$ cat src/sfwe_pkg.sv
`timescale 1ns / 1ps

package sfwe_pkg;

   // Each vertex takes four command words; s and t sit at positions two and three.
   localparam int WORDS_PER_VERTEX = 4;
   localparam logic [1:0] PHASE_S = 2'd2;
   localparam logic [1:0] PHASE_T = 2'(WORDS_PER_VERTEX - 1);

   // Coordinates carry eight fraction bits; the reset scale is one in Q8.8.
   localparam int FRAC_BITS = 8;
   localparam logic [15:0] SCALE_RESET = 16'(1 << FRAC_BITS);

   // Largest vertex count that the 15-bit counter holds.
   localparam logic [14:0] MAX_LEFT = 15'h7fff;

   // Number of vertices held so far in the open primitive.
   typedef enum logic [1:0] {
      SEEN_NONE,
      SEEN_ONE,
      SEEN_TWO
   } seen_type;

   // One raw segment: end points as {t, s}, unscaled.
   typedef struct packed {
      logic [31:0] a;
      logic [31:0] b;
      logic        last;
   } seg_type;

   // Head of the pending segment buffer as seen by the output stage.
   typedef struct packed {
      logic    valid;
      seg_type seg;
   } head_type;

endpackage

$ cat src/sfwe_ingest.sv
`timescale 1ns / 1ps

module sfwe_ingest (
   input  logic                clock,
   input  logic                reset,
   input  logic                req_valid,
   output logic                req_stall,
   input  logic signed [15:0]  req_cmd_word,
   output sfwe_pkg::head_type  head,
   input  logic                out_free
);

   // Primitive decode state.
   logic [14:0]        left_ff, left_in;
   logic               fan_ff, fan_in;
   logic [1:0]         phase_ff, phase_in;
   sfwe_pkg::seen_type seen_ff, seen_in;
   logic [15:0]        pend_s_ff, pend_s_in;
   logic [31:0]        first_ff, first_in;
   logic [31:0]        second_ff, second_in;

   // Pending segments of the last word, at most two.
   logic [1:0]         cnt_ff, cnt_in;
   sfwe_pkg::seg_type  seg0_ff, seg0_in;
   sfwe_pkg::seg_type  seg1_ff, seg1_in;

   logic               accept;
   logic               take;
   logic [15:0]        w;
   logic [15:0]        mag;
   logic [31:0]        v;
   logic [14:0]        left_dec;
   logic [1:0]         new_cnt;
   sfwe_pkg::seg_type  new0;
   sfwe_pkg::seg_type  new1;

   // A word is taken when the buffer is empty or drains this cycle.
   assign take      = (cnt_ff != 2'd0) && out_free;
   assign req_stall = !((cnt_ff == 2'd0) || ((cnt_ff == 2'd1) && out_free));
   assign accept    = req_valid && !req_stall;

   assign head.valid = (cnt_ff != 2'd0);
   assign head.seg   = seg0_ff;

   // Decode of the word and next primitive state.
   always_comb begin
      w         = req_cmd_word;
      mag       = ~w + 16'd1;
      v         = {w, pend_s_ff};
      left_dec  = left_ff - 15'd1;
      left_in   = left_ff;
      fan_in    = fan_ff;
      phase_in  = phase_ff;
      seen_in   = seen_ff;
      pend_s_in = pend_s_ff;
      first_in  = first_ff;
      second_in = second_ff;
      new_cnt   = 2'd0;
      new0      = '{a: second_ff, b: v, last: 1'b0};
      new1      = '{a: first_ff, b: v, last: 1'b1};
      if (accept) begin
         if (left_ff == 15'd0) begin
            if (w != 16'd0) begin
               if (w[15]) begin
                  left_in = mag[15] ? sfwe_pkg::MAX_LEFT : mag[14:0];
                  fan_in  = 1'b1;
               end else begin
                  left_in = w[14:0];
                  fan_in  = 1'b0;
               end
               phase_in = 2'd0;
               seen_in  = sfwe_pkg::SEEN_NONE;
            end
         end else if (phase_ff != sfwe_pkg::PHASE_T) begin
            if (phase_ff == sfwe_pkg::PHASE_S) begin
               pend_s_in = w;
            end
            phase_in = phase_ff + 2'd1;
         end else begin
            // The t word completes a vertex.
            phase_in = 2'd0;
            unique case (seen_ff)
               sfwe_pkg::SEEN_NONE: begin
                  first_in = v;
                  seen_in  = sfwe_pkg::SEEN_ONE;
               end
               sfwe_pkg::SEEN_ONE: begin
                  new_cnt   = 2'd1;
                  new0      = '{a: first_ff, b: v, last: 1'b1};
                  second_in = v;
                  seen_in   = sfwe_pkg::SEEN_TWO;
               end
               default: begin
                  new_cnt   = 2'd2;
                  second_in = v;
                  if (!fan_ff) begin
                     new1     = '{a: v, b: first_ff, last: 1'b1};
                     first_in = second_ff;
                  end
               end
            endcase
            left_in = left_dec;
            if (left_dec == 15'd0) begin
               seen_in = sfwe_pkg::SEEN_NONE;
            end
         end
      end
   end

   // Segment buffer: load a new word's segments or shift after a take.
   always_comb begin
      cnt_in  = cnt_ff;
      seg0_in = seg0_ff;
      seg1_in = seg1_ff;
      if (accept) begin
         cnt_in  = new_cnt;
         seg0_in = new0;
         seg1_in = new1;
      end else if (take) begin
         cnt_in  = cnt_ff - 2'd1;
         seg0_in = seg1_ff;
      end
   end

   always_ff @(posedge clock) begin
      if (reset) begin
         left_ff  <= '0;
         fan_ff   <= 1'b0;
         phase_ff <= '0;
         seen_ff  <= sfwe_pkg::SEEN_NONE;
         cnt_ff   <= '0;
      end else begin
         left_ff  <= left_in;
         fan_ff   <= fan_in;
         phase_ff <= phase_in;
         seen_ff  <= seen_in;
         cnt_ff   <= cnt_in;
      end
   end

   always_ff @(posedge clock) begin
      pend_s_ff <= pend_s_in;
      first_ff  <= first_in;
      second_ff <= second_in;
      seg0_ff   <= seg0_in;
      seg1_ff   <= seg1_in;
   end

endmodule

$ cat src/sfwe_emit.sv
`timescale 1ns / 1ps

module sfwe_emit (
   input  logic                clock,
   input  logic                reset,
   input  logic                csr_wr_en,
   input  logic [15:0]         csr_wr_data,
   input  sfwe_pkg::head_type  head,
   output logic                out_free,
   output logic                rsp_valid,
   input  logic                rsp_stall,
   output logic signed [31:0]  rsp_start_x,
   output logic signed [31:0]  rsp_start_y,
   output logic signed [31:0]  rsp_end_x,
   output logic signed [31:0]  rsp_end_y,
   output logic                rsp_last_segment
);

   logic [15:0]        scale_ff;
   logic               valid_ff, valid_in;
   logic signed [31:0] sx_ff, sy_ff, ex_ff, ey_ff;
   logic               last_ff;
   logic signed [32:0] p_sx, p_sy, p_ex, p_ey;
   logic signed [16:0] scale_s;

   // Scale register, Q8.8 unsigned.
   always_ff @(posedge clock) begin
      if (reset) begin
         scale_ff <= sfwe_pkg::SCALE_RESET;
      end else if (csr_wr_en) begin
         scale_ff <= csr_wr_data;
      end
   end

   // Four signed by unsigned products; each fits in 32 bits.
   assign scale_s = $signed({1'b0, scale_ff});
   assign p_sx = $signed(head.seg.a[15:0])  * scale_s;
   assign p_sy = $signed(head.seg.a[31:16]) * scale_s;
   assign p_ex = $signed(head.seg.b[15:0])  * scale_s;
   assign p_ey = $signed(head.seg.b[31:16]) * scale_s;

   // The output register takes a new word when empty or when its word leaves.
   assign out_free = !valid_ff || !rsp_stall;

   always_comb begin
      valid_in = valid_ff;
      if (out_free) begin
         valid_in = head.valid;
      end
   end

   always_ff @(posedge clock) begin
      if (reset) begin
         valid_ff <= 1'b0;
      end else begin
         valid_ff <= valid_in;
      end
   end

   always_ff @(posedge clock) begin
      if (out_free && head.valid) begin
         sx_ff   <= p_sx[31:0];
         sy_ff   <= p_sy[31:0];
         ex_ff   <= p_ex[31:0];
         ey_ff   <= p_ey[31:0];
         last_ff <= head.seg.last;
      end
   end

   assign rsp_valid        = valid_ff;
   assign rsp_start_x      = sx_ff;
   assign rsp_start_y      = sy_ff;
   assign rsp_end_x        = ex_ff;
   assign rsp_end_y        = ey_ff;
   assign rsp_last_segment = last_ff;

endmodule

$ cat src/strip_fan_wireframe_edge_gen.sv
`timescale 1ns / 1ps

// Channel   Direction  Handshake            Word
// req_      in         req_valid/req_stall  cmd_word, signed 16 bits
// rsp_      out        rsp_valid/rsp_stall  start_x/y, end_x/y (32 bits), last_segment
// csr_      in         csr_wr_en            coord_scale, unsigned Q8.8
//
// A command word that yields no segment or one segment is taken every cycle while
// rsp_stall is low; a word with two segments holds off the next word until its
// first has moved on, set by the single output port. The first segment of a word
// passes the segment buffer, then the scale multipliers into the output register.
// Reset is synchronous; the scale returns to one and no primitive is open.
// While rsp_stall is high the output word holds and req_stall rises as soon as a
// segment waits in the segment buffer.

module strip_fan_wireframe_edge_gen (
   input  logic                clock,
   input  logic                reset,
   input  logic                req_valid,
   output logic                req_stall,
   input  logic signed [15:0]  req_cmd_word,
   output logic                rsp_valid,
   input  logic                rsp_stall,
   output logic signed [31:0]  rsp_start_x,
   output logic signed [31:0]  rsp_start_y,
   output logic signed [31:0]  rsp_end_x,
   output logic signed [31:0]  rsp_end_y,
   output logic                rsp_last_segment,
   input  logic                csr_wr_en,
   input  logic [15:0]         csr_wr_data
);

   sfwe_pkg::head_type head;
   logic               out_free;

   // Command decode and segment buffer.
   sfwe_ingest u_ingest (
      .clock        (clock),
      .reset        (reset),
      .req_valid    (req_valid),
      .req_stall    (req_stall),
      .req_cmd_word (req_cmd_word),
      .head         (head),
      .out_free     (out_free)
   );

   // Scaling and output register.
   sfwe_emit u_emit (
      .clock            (clock),
      .reset            (reset),
      .csr_wr_en        (csr_wr_en),
      .csr_wr_data      (csr_wr_data),
      .head             (head),
      .out_free         (out_free),
      .rsp_valid        (rsp_valid),
      .rsp_stall        (rsp_stall),
      .rsp_start_x      (rsp_start_x),
      .rsp_start_y      (rsp_start_y),
      .rsp_end_x        (rsp_end_x),
      .rsp_end_y        (rsp_end_y),
      .rsp_last_segment (rsp_last_segment)
   );

endmodule

$ cat config.mk
export PLATFORM = sky130hd
export DESIGN_NAME = strip_fan_wireframe_edge_gen
export DESIGN_NICKNAME = d
export VERILOG_FILES = /design/src/sfwe_pkg.sv /design/src/sfwe_ingest.sv /design/src/sfwe_emit.sv /design/src/strip_fan_wireframe_edge_gen.sv
export SDC_FILE = /design/constraint.sdc
export NUM_CORES = 2
export LEC_CHECK = 0
export ABC_AREA = 1
export BUFFER_PORTS_ARGS = -buffer_cell sky130_fd_sc_hd__clkbuf_2
export CAP_MARGIN = 20
export CORE_UTILIZATION = 60
export CTS_BUF_LIST = sky130_fd_sc_hd__clkbuf_4
export CTS_CLUSTER_SIZE = 20
export DETAILED_ROUTE_END_ITERATION = 16
export PLACE_DENSITY = 0.84
export SETUP_SLACK_MARGIN = 0.3
export SLEW_MARGIN = 20
export SYNTH_ARGS = -nofsm -noshare
export SYNTH_HDL_FRONTEND = slang
export SYNTH_SLANG_ARGS = --single-unit
$ cat constraint.sdc
create_clock -name clock -period 6.4 [get_ports clock]
set_input_delay 0.64 -clock clock [delete_from_list [all_inputs] [get_ports clock]]
set_output_delay 0.64 -clock clock [all_outputs]
set_load 0.05 [all_outputs]
==> results.json <==
{
  "hp-class": "in2reg",
  "status": "complete, but fails checks",
  "rsz0062_at_grt": "false",
  "worst_pin_slew_ns": 1.15,
  "grt_pass1_vias": 41800,
  "synth_nets": 7381,
  "critical_path_class": "reg2reg",
  "end_kind": "register",
  "required_ns": 7.09,
  "synth.most_common_cell": "inv_1",
  "io_buffers": 167,
  "synth_edf_count": 338,
  "synth.avg_cell_area_um2": 8.42,
  "ant_nets": 0,
  "slew_headroom_pct": 22.2,
  "ys_ff_latch": 377,
  "antenna_found_initial": 7,
  "core_area_mm2": 0.0841,
  "ys_types": 54,
  "crit_top_cell": "fa_1",
  "synthToLayoutAreaGrowth_pct": 8.54,
  "nets": 7548,
  "cts_tree": "yes",
  "setup_tns_ns": 0,
  "synth_top_area_cell": "fa_1",
  "dpl.hpwl_um": 101000,
  "synthesis.instances": 6093,
  "synth_area_mm2": 0.0513,
  "grt_usage_pct": 31.4,
  "fin_crit_sh_pct": 93.5,
  "cap_viol_max_count": 0,
  "cts_root_buffer": "clkbuf_4",
  "die_h_um": 294,
  "synth_ff_type": "edfxtp_1",
  "setup_viol": 0,
  "die_w_um": 294,
  "drt_iter0_drc": 4238,
  "dieArea_mm2": 0.0867,
  "synth_async_sr_flop_share_pct": 0,
  "synth_common_cells": "inv_1 (1626), nand2_1 (1494), fa_1 (776)",
  "route.vias.total": 40900,
  "violations": "design-rule violations",
  "startpoint": "u_emit.scale_ff[11]",
  "clockBufferDepth": 3,
  "cts_htree_levels": 3,
  "hold_violations": 0,
  "slowest_stage": "fa_1",
  "grt_pass1_wl_um": 213000,
  "drt-total-wl_um": 135000,
  "ys_seq_area_share_pct": 21.3,
  "insertion_delay_ns": 1.01,
  "dr.pass1.iters": 16,
  "crit_fanout": 24,
  "cp-endpoint": "u_emit.rsp_end_x[25]",
  "reg2reg_depth": 20,
  "place.gp.congestion": 0.950,
  "max_stage_delay_ns": 0.59,
  "period_needed_ns": 5.98,
  "crit_arrival_ns": 6.67,
  "cts.sinks": 377,
  "yosysWarnings": 0,
  "r2r_start": "u_emit.scale_ff[11]",
  "rows": 106,
  "r2r_setup_slack_ns": 0.42,
  "stdcell_area_mm2": 0.0557,
  "max_freq_mhz": 167,
  "cts_buffers": 102,
  "drive_gt1_share_pct": 9.24,
  "drc": 1,
  "cp-start-kind": "register",
  "yosys-top-cells-area": "fa_1 (30%), edfxtp_1 (20%), inv_1 (12%)",
  "skew_ns": 0.122,
  "boundaryPins": 168,
  "slew_violations": 0,
  "via_per_inst": 5.46,
  "critPathBufInv": 5,
  "placed_cell_area_mm2": 0.0531,
  "wl_per_cell_um": 18.1,
  "cp_top_family": "adder cells",
  "grt_max_degree": 129,
  "clk_pin_slew_ns": 0.07,
  "synth_top_area_share_pct": 30.3,
  "grt_overflow_total": 0,
  "start_util_pct": 61.0,
  "path_cells": "buf_6 > nand2_1 > fa_1 > inv_1 > fa_1 > fa_1 > fa_1 > fa_1 > inv_1 > fa_1 > inv_1 > ha_1 > nand2_1 > inv_1 > nand2_1 > nor3_1 > nand4_1 > nand3_1 > a21oi_1 > xnor2_1",
  "worst-path-stages": 20,
  "rr_endpoint": "u_emit.rsp_end_x[25]"
}
-- cells in the final DEF, fill, tap and decap left out, drive strengths merged, types with 2 or more instances in the layout --
master and count:
or2 3, dfxtp 39, inv 1633, nor2 211, o221ai 3, a211oi 3
diode 5, clkinv 30, o21a 40, clkbuf 316, a21oi 201, fa 776
ha 475, clkinvlp 2, nor4 7, buf 168, a21o 8, o21bai 12
nand3 66, o22ai 3, nand4 27, dlygate4sd3 23, o31ai 2, a31oi 11
nand3b 2, a21boi 2, o21ai 263, bufinv 3, edfxtp 338, nand2 1502
o211ai 3, xor2 93, nor3 34, xnor2 38
-- flip-flops by register name, indices dropped and copies added (netlist names), 2 cells and up --
| name | count |
|---|---|
| u_ingest.head | 65 |
| u_ingest.seg1_ff | 64 |
| u_emit.rsp_end_x | 32 |
| u_emit.rsp_end_y | 32 |
| u_emit.rsp_start_x | 32 |
| u_emit.rsp_start_y | 32 |
| u_ingest.first_ff | 32 |
| u_ingest.second_ff | 32 |
| u_emit.scale_ff | 16 |
| u_ingest.pend_s_ff | 16 |
| u_ingest.left_ff | 15 |
| u_ingest.cnt_ff | 2 |
| u_ingest.phase_ff | 2 |
| u_ingest.seen_ff | 2 |
-- final cells by class --
class,count,area [um2]
Inverter,1633,6140
Timing Repair Buffer,358,2670
Clock inverter,35,251
Sequential cell,377,11000
Clock buffer,149,1120
Antenna cell,5,12.5
Tap cell,1134,1420
Fill cell,6476,28400
Multi-Input combinational cell,3788,33100
-- metrics by stage --
step / std cells / utilization [%] / hold slack [ns] / worst slack [ns]
after floorplan: 6093 / - / 0.400 / 0.348
after global placement: 7171 / 63.2 / 0.463 / 0.379
final: 7479 / 66.2 / 0.0219 / 0.419
after CTS: 7378 / 65.1 / 0.00295 / 0.324
after detailed placement: 7171 / 63.2 / 0.469 / 0.310
after global routing: 7478 / 66.2 / 0.0282 / 0.261
-- kinds of logic after synthesis --
kind of cell | count (synthesis) | synth area share (%)
fa+ha+maj | 1251 | 41.9
flops | 377 | 21.3
buf+inv | 1928 | 14.3
simple gates | 1853 | 14.3
xor+xnor | 131 | 2.24
compound gates | 553 | 5.99
-- worst min-delay path by stage --
| stage | slack (ns) | endpoint | cells past startpoint | startpoint |
|---|---|---|---|---|
| CTS | 0.003 | u_emit.rsp_valid | 3 | rsp_stall |
| global route | 0.03 | u_ingest.second_ff[28] | 1 | req_cmd_word[12] |
| finish | 0.02 | u_emit.scale_ff[0] | 3 | csr_wr_data[0] |
| global placement | 0.46 | u_ingest.second_ff[10] | 0 | u_ingest.pend_s_ff[10] |
| detailed placement | 0.47 | u_ingest.second_ff[9] | 0 | u_ingest.pend_s_ff[9] |
| floorplan | 0.40 | u_emit.rsp_last_segment | 0 | u_ingest.head[0] |
-- worst register-to-register path, cell delays in order, from the launching register on --
cell,delay (ns)
dfxtp_2,0.50
buf_6,0.32
nand2_1,0.16
fa_1,0.59
inv_1,0.07
fa_1,0.50
fa_1,0.58
fa_1,0.43
fa_1,0.49
inv_1,0.05
fa_1,0.53
inv_1,0.06
ha_1,0.34
nand2_1,0.11
inv_1,0.06
nand2_1,0.06
nor3_1,0.35
nand4_1,0.17
nand3_1,0.16
a21oi_1,0.09
xnor2_1,0.13
-- routing by layer --
metal,vias to the layer above,share of wire [%],GRT usage (%)
met1,19500,37,40.3
met3,541,12,7.16
met4,6,4.5,12.9
met5,-,0.11,0
li1,18500,-,-
met2,2331,47,51.3
-- what timing repair did --
action                     in CTS  in global routing
resized for setup               1                 15
hold endpoints to repair       35                  0
cloned                          0                  0
setup buffers                   0                 96
hold buffers                   23                  0
setup endpoints to repair       3                 45
Power is not shown: default switching activity piles up to over one toggle a cycle in this logic, so the estimate is an artifact.
